### config.mk
export PLATFORM = sky130hd
export DESIGN_NAME = bitmap_page_allocator
export DESIGN_NICKNAME = d
export VERILOG_FILES = /design/src/hw/rtl/bpa_pkg.sv /design/src/hw/rtl/bitmap_page_allocator.sv /design/src/hw/rtl/bpa_ctrl.sv /design/src/hw/rtl/bpa_datapath.sv
export SDC_FILE = /design/constraint.sdc
export NUM_CORES = 1
export LEC_CHECK = 0
export ABC_CLOCK_PERIOD_IN_PS = 4300
export BUFFER_PORTS_ARGS = -buffer_cell sky130_fd_sc_hd__buf_4
export CORE_MARGIN = 3
export CORE_UTILIZATION = 45
export CTS_BUF_LIST = sky130_fd_sc_hd__clkbuf_2 sky130_fd_sc_hd__clkbuf_4 sky130_fd_sc_hd__clkbuf_8
export DETAILED_ROUTE_END_ITERATION = 12
export PLACE_DENSITY_LB_ADDON = 0.25
export SYNTH_ARGS = -nofsm -noshare
export SYNTH_HDL_FRONTEND = slang
export SYNTH_HIERARCHICAL = 1
export SYNTH_SLANG_ARGS = --single-unit
### constraint.sdc
create_clock -name clk -period 4.3 [get_ports clk]
set_clock_uncertainty 0.15 [all_clocks]
set_input_delay 0.215 -clock clk [delete_from_list [all_inputs] [get_ports clk]]
set_output_delay 0.215 -clock clk [all_outputs]
set_load 0.005 [all_outputs]
### src/hw/rtl/bpa_pkg.sv
// package with types and constants of the bitmap page allocator
`timescale 1ns / 1ps
`default_nettype none

package bpa_pkg;

    localparam int PAGE_COUNT_DEF = 16;
    localparam int PAGE_IDX_W     = 10;
    localparam int PAGES_FREE_W   = 11;
    localparam int TOTAL_W        = 32;
    localparam int WORD_W         = 16;
    localparam int ENC_W          = $clog2(WORD_W);

    typedef enum logic {
        OP_ALLOC = 1'b0,
        OP_FREE  = 1'b1
    } op_t;

    typedef enum logic [1:0] {
        STATUS_OK          = 2'd0,
        STATUS_NO_FREE     = 2'd1,
        STATUS_INVALID     = 2'd2,
        STATUS_DOUBLE_FREE = 2'd3
    } status_t;

    typedef struct packed {
        op_t                   operation;
        logic [PAGE_IDX_W-1:0] page_index;
    } req_t;

    typedef struct packed {
        status_t                 status;
        logic [PAGE_IDX_W-1:0]   granted_page;
        logic [PAGES_FREE_W-1:0] pages_free;
        logic [TOTAL_W-1:0]      allocations_total;
        logic [TOTAL_W-1:0]      releases_total;
    } rsp_t;

    typedef enum logic [1:0] {
        ST_IDLE,
        ST_SCAN,
        ST_RELEASE
    } state_t;

    typedef struct packed {
        logic load;
        logic advance;
        logic grant;
        logic no_free;
        logic release_page;
    } dp_cmd_t;

    typedef struct packed {
        op_t  operation;
        logic full;
        logic word_hit;
    } dp_stat_t;

endpackage

`default_nettype wire

### src/hw/rtl/bitmap_page_allocator.sv
// top level of the bitmap first-fit page allocator
// a transaction is taken when start is high and busy is low
// free: busy in the scan and release states, result strobe (done) in the cycle after that
// allocate: busy in the scan state while the word encoder scans words of 16 pages, then the strobe
// no new transaction is taken while busy with the last one; the result cannot be stalled
// reset clears the used map (all pages free) and both totals
`timescale 1ns / 1ps
`default_nettype none

module bitmap_page_allocator
#(
    parameter int PAGE_COUNT = bpa_pkg::PAGE_COUNT_DEF
)
(
    input  wire logic          clk,
    input  wire logic          rst_n,
    input  wire logic          start,
    input  wire bpa_pkg::req_t req,
    output logic               busy,
    output logic               done,
    output bpa_pkg::rsp_t      rsp
);
    import bpa_pkg::*;

    dp_cmd_t  cmd;
    dp_stat_t stat;

    bpa_ctrl u_ctrl
    (
        .clk   (clk),
        .rst_n (rst_n),
        .start (start),
        .busy  (busy),
        .cmd   (cmd),
        .stat  (stat)
    );

    bpa_datapath
    #(
        .PAGE_COUNT (PAGE_COUNT)
    )
    u_datapath
    (
        .clk   (clk),
        .rst_n (rst_n),
        .req   (req),
        .cmd   (cmd),
        .stat  (stat),
        .done  (done),
        .rsp   (rsp)
    );

endmodule

`default_nettype wire

### src/hw/rtl/bpa_ctrl.sv
// controller state machine of the bitmap page allocator
`timescale 1ns / 1ps
`default_nettype none

module bpa_ctrl
(
    input  wire logic              clk,
    input  wire logic              rst_n,
    input  wire logic              start,
    output logic                   busy,
    output bpa_pkg::dp_cmd_t       cmd,
    input  wire bpa_pkg::dp_stat_t stat
);
    import bpa_pkg::*;

    state_t state_reg;
    state_t state_next;

    always_ff @(posedge clk or negedge rst_n)
    begin
        if (!rst_n)
        begin
            state_reg <= ST_IDLE;
        end
        else
        begin
            state_reg <= state_next;
        end
    end

    always_comb
    begin
        state_next = state_reg;
        cmd        = '0;
        busy       = 1'b1;
        case (state_reg)
            ST_IDLE:
            begin
                busy = 1'b0;
                if (start)
                begin
                    cmd.load = 1'b1;
                    state_next = ST_SCAN;
                end
            end
            ST_SCAN:
            begin
                if (stat.operation == OP_FREE)
                begin
                    state_next = ST_RELEASE;
                end
                else if (stat.full)
                begin
                    cmd.no_free = 1'b1;
                    state_next  = ST_IDLE;
                end
                else if (stat.word_hit)
                begin
                    cmd.grant  = 1'b1;
                    state_next = ST_IDLE;
                end
                else
                begin
                    cmd.advance = 1'b1;
                end
            end
            ST_RELEASE:
            begin
                cmd.release_page = 1'b1;
                state_next       = ST_IDLE;
            end
            default:
            begin
                state_next = ST_IDLE;
            end
        endcase
    end

endmodule

`default_nettype wire

### src/hw/rtl/bpa_datapath.sv
// used-page bitmap, word scan, counters and result register
`timescale 1ns / 1ps
`default_nettype none

module bpa_datapath
#(
    parameter int PAGE_COUNT = bpa_pkg::PAGE_COUNT_DEF
)
(
    input  wire logic             clk,
    input  wire logic             rst_n,
    input  wire bpa_pkg::req_t    req,
    input  wire bpa_pkg::dp_cmd_t cmd,
    output bpa_pkg::dp_stat_t     stat,
    output logic                  done,
    output bpa_pkg::rsp_t         rsp
);
    import bpa_pkg::*;

    localparam int NUM_WORDS = (PAGE_COUNT + WORD_W - 1) / WORD_W;
    localparam int PTR_W     = (NUM_WORDS > 1) ? $clog2(NUM_WORDS) : 1;
    localparam int CNT_W     = $clog2(PAGE_COUNT + 1);

    logic [PAGE_COUNT-1:0]       used_reg;
    logic [PAGE_COUNT-1:0]       used_next;
    logic [CNT_W-1:0]            free_cnt_reg;
    logic [CNT_W-1:0]            free_cnt_next;
    logic [TOTAL_W-1:0]          alloc_cnt_reg;
    logic [TOTAL_W-1:0]          alloc_cnt_next;
    logic [TOTAL_W-1:0]          rel_cnt_reg;
    logic [TOTAL_W-1:0]          rel_cnt_next;
    logic [PTR_W-1:0]            ptr_reg;
    logic [PTR_W-1:0]            ptr_next;
    req_t                        req_reg;
    req_t                        req_next;
    rsp_t                        rsp_reg;
    rsp_t                        rsp_next;
    logic                        done_reg;
    logic                        done_next;
    logic [NUM_WORDS*WORD_W-1:0] padded;
    logic [WORD_W-1:0]           cur_word;
    logic [ENC_W-1:0]            enc;
    logic [PAGE_IDX_W-1:0]       grant_page;
    logic                        in_range;
    logic                        sel_used;

    // pages past the end read as used
    for (genvar k = 0; k < NUM_WORDS * WORD_W; k++)
    begin : g_pad
        if (k < PAGE_COUNT)
        begin : g_page
            assign padded[k] = used_reg[k];
        end
        else
        begin : g_fill
            assign padded[k] = 1'b1;
        end
    end

    assign cur_word   = padded[ptr_reg * WORD_W +: WORD_W];
    assign grant_page = PAGE_IDX_W'({ptr_reg, enc});
    assign in_range   = {1'b0, req_reg.page_index} < PAGES_FREE_W'(PAGE_COUNT);

    always_comb
    begin
        enc = '0;
        for (int j = WORD_W - 1; j >= 0; j--)
        begin
            if (!cur_word[j])
            begin
                enc = ENC_W'(j);
            end
        end
    end

    always_comb
    begin
        sel_used = 1'b0;
        for (int i = 0; i < PAGE_COUNT; i++)
        begin
            if (PAGE_IDX_W'(i) == req_reg.page_index)
            begin
                sel_used = used_reg[i];
            end
        end
    end

    assign stat.operation = req_reg.operation;
    assign stat.full      = (free_cnt_reg == '0);
    assign stat.word_hit  = ~&cur_word;

    always_comb
    begin
        used_next      = used_reg;
        free_cnt_next  = free_cnt_reg;
        alloc_cnt_next = alloc_cnt_reg;
        rel_cnt_next   = rel_cnt_reg;
        ptr_next       = ptr_reg;
        req_next       = req_reg;
        rsp_next       = rsp_reg;
        done_next      = 1'b0;

        if (cmd.load)
        begin
            req_next = req;
            ptr_next = '0;
        end

        if (cmd.advance)
        begin
            ptr_next = ptr_reg + 1'b1;
        end

        if (cmd.grant)
        begin
            for (int i = 0; i < PAGE_COUNT; i++)
            begin
                if (PAGE_IDX_W'(i) == grant_page)
                begin
                    used_next[i] = 1'b1;
                end
            end
            free_cnt_next  = free_cnt_reg - 1'b1;
            alloc_cnt_next = alloc_cnt_reg + 1'b1;
        end

        if (cmd.release_page && in_range && sel_used)
        begin
            for (int i = 0; i < PAGE_COUNT; i++)
            begin
                if (PAGE_IDX_W'(i) == req_reg.page_index)
                begin
                    used_next[i] = 1'b0;
                end
            end
            free_cnt_next = free_cnt_reg + 1'b1;
            rel_cnt_next  = rel_cnt_reg + 1'b1;
        end

        if (cmd.grant || cmd.no_free || cmd.release_page)
        begin
            done_next                  = 1'b1;
            rsp_next.granted_page      = '0;
            rsp_next.pages_free        = PAGES_FREE_W'(free_cnt_next);
            rsp_next.allocations_total = alloc_cnt_next;
            rsp_next.releases_total    = rel_cnt_next;
            if (cmd.grant)
            begin
                rsp_next.status       = STATUS_OK;
                rsp_next.granted_page = grant_page;
            end
            else if (cmd.no_free)
            begin
                rsp_next.status = STATUS_NO_FREE;
            end
            else if (!in_range)
            begin
                rsp_next.status = STATUS_INVALID;
            end
            else if (!sel_used)
            begin
                rsp_next.status = STATUS_DOUBLE_FREE;
            end
            else
            begin
                rsp_next.status = STATUS_OK;
            end
        end
    end

    always_ff @(posedge clk or negedge rst_n)
    begin
        if (!rst_n)
        begin
            used_reg      <= '0;
            free_cnt_reg  <= CNT_W'(PAGE_COUNT);
            alloc_cnt_reg <= '0;
            rel_cnt_reg   <= '0;
            ptr_reg       <= '0;
            done_reg      <= 1'b0;
        end
        else
        begin
            used_reg      <= used_next;
            free_cnt_reg  <= free_cnt_next;
            alloc_cnt_reg <= alloc_cnt_next;
            rel_cnt_reg   <= rel_cnt_next;
            ptr_reg       <= ptr_next;
            done_reg      <= done_next;
        end
    end

    always_ff @(posedge clk)
    begin
        req_reg <= req_next;
        rsp_reg <= rsp_next;
    end

    assign done = done_reg;
    assign rsp  = rsp_reg;

endmodule

`default_nettype wire

-- Word level (Yosys, flattened, before mapping)
Cells that the tools add are included.
- bits in registers: 181
- bits of input ports: 14
- output and inout port bits: 89
- word-level logic and storage cells: 160
- $add $sub $neg: 5
- magnitude comparators: 1
- equal/unequal tests: 34
- shifts and indexed selects: 1
- multiplexer cells: 91
- reductions and logical operators: 12
- operators by type and width (kind ; count):
    $eq 4x10->1 const A ; 8
    $add 32x1->32 const B ; 2
    $mux 32 ; 2
    $mux 4 ; 16
    $mux 1 ; 59
    $eq 3x10->1 const A ; 4
    $eq 4x5->1 const A ; 8
    $mux 16 ; 2
    $eq 2x10->1 const A ; 2
    $eq 3x5->1 const A ; 4
    $logic_not 10->1 ; 2
    $reduce_and 16->1 ; 1
    $shiftx 16x6->16 ; 1
    $mux 2 ; 7
    $eq 1x10->1 const A ; 1
    $eq 2x5->1 const A ; 2
    $lt 10x5->1 const B ; 1
    $mux 5 ; 2
    $mux 3 ; 2
    $add 5x1->5 const B ; 1
    $eq 1x5->1 const A ; 1
    $logic_not 5->1 ; 1
    $sub 5x1->5 const B ; 1
    $ne 4x3->1 const B ; 1
    11 further kinds ; 13

-- Longest topological paths before layout
- depth after elaboration: 22
- mapped depth: 12
- mapped depth without buffers: 11

-- Hierarchy
Netlist, hierarchy kept.
- by module, submodules not included (module ; instances ; cells each ; area each (sq um) ; sequential area each (sq um)):
    bpa_datapath ; 1 ; 522 ; 7058.0 ; 4790.8
    bpa_ctrl ; 1 ; 13 ; 130.1 ; 50.0

-- Worst setup path before layout
Ideal clock, no wire load.
- path kind: register to register
- from: reg u_datapath.free_cnt_reg[0]
- to: reg u_datapath.rsp_reg (netlist bit u_datapath/rsp[0]), enable pin
- data arrival time: 3.072 ns
- path slack: 0.640 ns
- stages on the path, launching flop included: 7
- path buffers: 1
- cells stage by stage: dfrtp_1 inv_1 ha_1 nor4b_1 nor4b_1 clkbuf_1 or3_1
- RTL lines (item ; RTL line ; source):
    start, declared ; bpa_datapath.sv:26 ; logic [CNT_W-1:0] free_cnt_reg;
    start signal, assigned ; bpa_datapath.sv:176 ; free_cnt_reg <= CNT_W'(PAGE_COUNT);
    start signal, assigned ; bpa_datapath.sv:185 ; free_cnt_reg <= free_cnt_next;
    end signal, assigned ; bpa_datapath.sv:196 ; rsp_reg <= rsp_next;
    end, declared ; bpa_datapath.sv:36 ; rsp_t rsp_reg;

==> results.txt <==
----------------------------------------------------
[Status]
  Run status ... finished, final reports clean

[Cells and area]
  Number of flip-flops in the largest register ... 76
  FF/Latch Area ... 4840 µm²
  FILL cells ... 1,268
  Most common cell after layout, fill and taps aside ... sky130_fd_sc_hd__buf_4
  Core occupancy in the finished layout ... 55.9%
  Design Area, Final ... 8630 µm²
  Area overhead of the layout relative to synthesis ... 20.0%
  Number of nets in the final layout ... 667
  Area taken by multi-input logic gates ... 2220 µm²
  Ant. Diodes ... 0
  Final Instance Count excl. Fillers ... 872
  Layout cell share with drive strength beyond 1 ... 21.8%
  Top library cells by usage in the layout, fill and taps aside ... 96 x sky130_fd_sc_hd__buf_4, 88 x sky130_fd_sc_hd__dfrtp_1, 87 x sky130_fd_sc_hd__edfxtp_1

[Drt]
  ANT nets after route ... 0
  Total via count in the routed design ... 4,506
  Total DRC errors in the routed layout ... 0
  Sum of routed wire length over all layers ... 14.2 mm
  Average routed wire per standard cell ... 16.3 µm
  Iteration-0 DRC Markers ... 362
  Initial DRT Pass Iterations ... 5
  Drt via density ... 5.17

[Yosys]
  Cell count after synthesis ... 535
  Library cells used by synthesis ... 54
  Most area-hungry cell type in the Yosys netlist ... sky130_fd_sc_hd__edfxtp_1
  Most used DFF post-synth ... sky130_fd_sc_hd__dfrtp_1
  Post-synthesis async set-or-reset flop share ... 50.6%
  Number of synthesized flops with an enable pin ... 87
  Share of the synthesized area in the top cell type ... 36.3%
  Largest cells by area after synthesis ... sky130_fd_sc_hd__edfxtp_1 36%, sky130_fd_sc_hd__dfrtp_1 31%, sky130_fd_sc_hd__xnor2_1 6.6%
  Syn_area_per_cell ... 13.4 µm²
  Mapped cell area ... 7190 µm²
  Yosys synthesis warning count ... 6
  #FFs+latches synth ... 176
  Seq/Total Area, Yosys ... 67.3%

[CTS]
  Root buf cell ... sky130_fd_sc_hd__clkbuf_8
  Maximum buffer depth of the clock tree ... 2
  Count of buffers added by post-CTS timing repair for setup ... 0
  Post_cts resized ... 0
  Clock sinks ... 176
  Clock insertion delay at the later pin of the skew report ... 0.45 ns
  Maximum level of the CTS H-tree ... 4
  CTS buffer count ... 17
  Reg clk slew, reported paths ... 0.09 ns
  Clock tree from TritonCTS ... built

[Power]
  Pleak ... 3.59 nW
  Power per standard cell area ... 441 nW/µm²
  Clock network fraction of total power ... 31.9%
  Maximum resistive drop on vdd ... 0.000184 V
  Portion of total power attributed to sequential cells ... 54.6%
  Post-layout total power ... 3.81 mW
  Fraction of power spent switching nets ... 25.5%
  Switching component of the power ... 0.972 mW
  Combinational share of power ... 13.5%
  Internal power component ... 2.83 mW

[STA]
  Post-Route Setup TNS ... 0 ns
  Worst Max-Slew Pin Slew ... 1.11 ns
  Clock period minus worst slack ... 3.39 ns
  Max-slew violation count ... 0
  Crit share post-route ... 78.9%
  Setup repair after global routing missed its margin ... no
  Final setup viols ... 0
  Highest clock rate ... 295 MHz
  Worst hold slack after final layout ... 0.0855 ns
  Number of hold violations in the final report ... 0
  Final worst setup slack ... 0.905 ns
  Relative max-transition margin ... 25.4%

[Placement]
  Detailed placer's ending HPWL ... 9.80 mm
  Placer Congestion ... 0.875
  Number of cells in the design after placement ... 828
  Post-placement cell area ... 8070 µm²
  Total of buffers placed on input and output ports ... 91
  Place WS ... 0.959 ns

[Global route]
  Global-route wire length before repair ... 23.3 mm
  Global router's overall resource usage ... 16.8%
  Initial antenna violation count ... 0
  Leftover overflow at the end of global routing ... 0
  Pin count of the biggest net entering global routing ... 57
  Vias in the first global route ... 4,533

[Setup path]
  Worst reg2reg path depth ... 10
  FF-to-FF End ... u_datapath/padded[12]$_DFF_PN0_
  Launch point of the worst reg-to-reg path ... u_datapath/padded[0]$_DFF_PN0_
  Maximum fanout along the worst path ... 7
  Critical Path End Type ... flop
  Class of the most critical setup path ... flop to flop
  Kind of launch point of the worst setup path ... flop
  Worst Path Required ... 4.52 ns
  Flop2flop setup slack ... 0.91 ns
  Data arrival time of the critical path ... 3.61 ns

[Hold path]
  Hold path depth ... 3
  Worst hold-check path type ... input port to flop
  Worst Min Path Start ... start
  Hold path endpoint ... u_ctrl/state_reg[0]$_DFFE_PN0P_

[Floorplan]
  Die Span X ... 132 µm
  Die Footprint ... 17,500 µm²
  Number of I/O pins ... 103
  Vert. Die Dim ... 132 µm
  Effective utilization at floorplan ... 46.6%
  Standard cell core area ... 15,400 µm²
  Num rows ... 45

[Run]
  Max-cap violation count ... 0

----------------------------------------------------
-- how the worst max path moves through the flow --
stage | from | to | slack (ns)
global placement | u_datapath/free_cnt_reg[0]$_DFF_PN0_ | u_datapath/rsp[58]$_DFFE_PP_ | 1.09
floorplan | u_datapath/free_cnt_reg[0]$_DFF_PN0_ | u_datapath/rsp[0]$_DFFE_PP_ | 0.64
finish | u_datapath/padded[0]$_DFF_PN0_ | u_datapath/padded[12]$_DFF_PN0_ | 0.91
global route | u_datapath/ptr_reg$_DFFE_PN0P_ | u_datapath/padded[12]$_DFF_PN0_ | 0.59
CTS | u_datapath/padded[0]$_DFF_PN0_ | u_datapath/rsp[58]$_DFFE_PP_ | 0.94
detailed placement | u_datapath/free_cnt_reg[0]$_DFF_PN0_ | u_datapath/rsp[62]$_DFFE_PP_ | 0.96
-- worst max-delay path: stages, from the launching register on --
cell	delay [ns]
sky130_fd_sc_hd__dfrtp_1	0.41
sky130_fd_sc_hd__nor2b_1	0.17
sky130_fd_sc_hd__nand2_1	0.18
sky130_fd_sc_hd__nor3_1	0.09
sky130_fd_sc_hd__nand3_1	0.11
sky130_fd_sc_hd__nor4b_2	0.43
sky130_fd_sc_hd__nand2b_1	0.23
sky130_fd_sc_hd__nor4_1	0.98
sky130_fd_sc_hd__nand2_1	0.16
sky130_fd_sc_hd__nor3_1	0.23
sky130_fd_sc_hd__a2bb2oi_1	0.17
-- power groups by stage --
stage                     sequential [mW]  combinational (mW)  clock, mW
after floorplan                      2.09               0.269          0
after global placement               2.11               0.500          0
after detailed placement             2.11               0.506          0
after CTS                            2.08               0.518       1.25
after global routing                 2.10               0.568       1.33
final                                2.08               0.514       1.21
-- repair_timing --
item,CTS,global route
hold buffers,12,0
endpoints found under the hold margin,65,0
setup endpoints to repair,0,0
-- cell type report --
cell class,instances,share of cell area [%]
clock inverters,8,1.47
inverters,6,0.261
well taps,211,3.06
multi-input cells,339,25.7
repair buffers,108,9.75
clock buffers,24,3.61
flip-flops and latches,176,56.1
-- logic make-up (layout without fill, tap and decap cells) --
kind of cell	Yosys count	in the layout	share of synthesized area (%)
AOI/OAI and AO/OA	58	58	5.26
xor gates and xnor gates	66	66	8.04
adders and majority gates	5	5	0.870
buffers and inverters	30	146	2.45
DFF	176	176	67.3
muxes	7	7	1.03
other	1	11	0.0522
and+or+nand+nor	192	192	15.0
-- synthesized netlist by cell type, types with 3 or more instances --
library cell                 n
sky130_fd_sc_hd__a31oi_1     7
sky130_fd_sc_hd__ha_1        5
sky130_fd_sc_hd__clkbuf_1    8
sky130_fd_sc_hd__dfrtp_1    88
sky130_fd_sc_hd__o21ai_0    14
sky130_fd_sc_hd__nand2b_1    4
sky130_fd_sc_hd__xnor2_1    54
sky130_fd_sc_hd__buf_4      15
sky130_fd_sc_hd__nor3b_1     3
sky130_fd_sc_hd__nor2b_1    11
sky130_fd_sc_hd__mux2i_1     4
sky130_fd_sc_hd__mux2_2      3
sky130_fd_sc_hd__edfxtp_1   87
sky130_fd_sc_hd__inv_1       6
sky130_fd_sc_hd__nand2_1    43
sky130_fd_sc_hd__nand3_1    28
sky130_fd_sc_hd__nand4_1    20
sky130_fd_sc_hd__a2bb2oi_1   5
sky130_fd_sc_hd__xor2_1     12
sky130_fd_sc_hd__nor3_1      8
sky130_fd_sc_hd__and2_1      9
sky130_fd_sc_hd__and4_1      5
sky130_fd_sc_hd__nor2_1     26
sky130_fd_sc_hd__and3_1     17
sky130_fd_sc_hd__a21oi_1    15
-- metal layers --
metal  vias up  track usage, %  routed length [µm]
met3        14            4.54                 807
met2       149            27.1                7120
met5         -               0                   0
li1       2128               -                   -
met4         0            6.24                 145
met1      2215            21.9                6140
(Power assumes the default switching activity.)
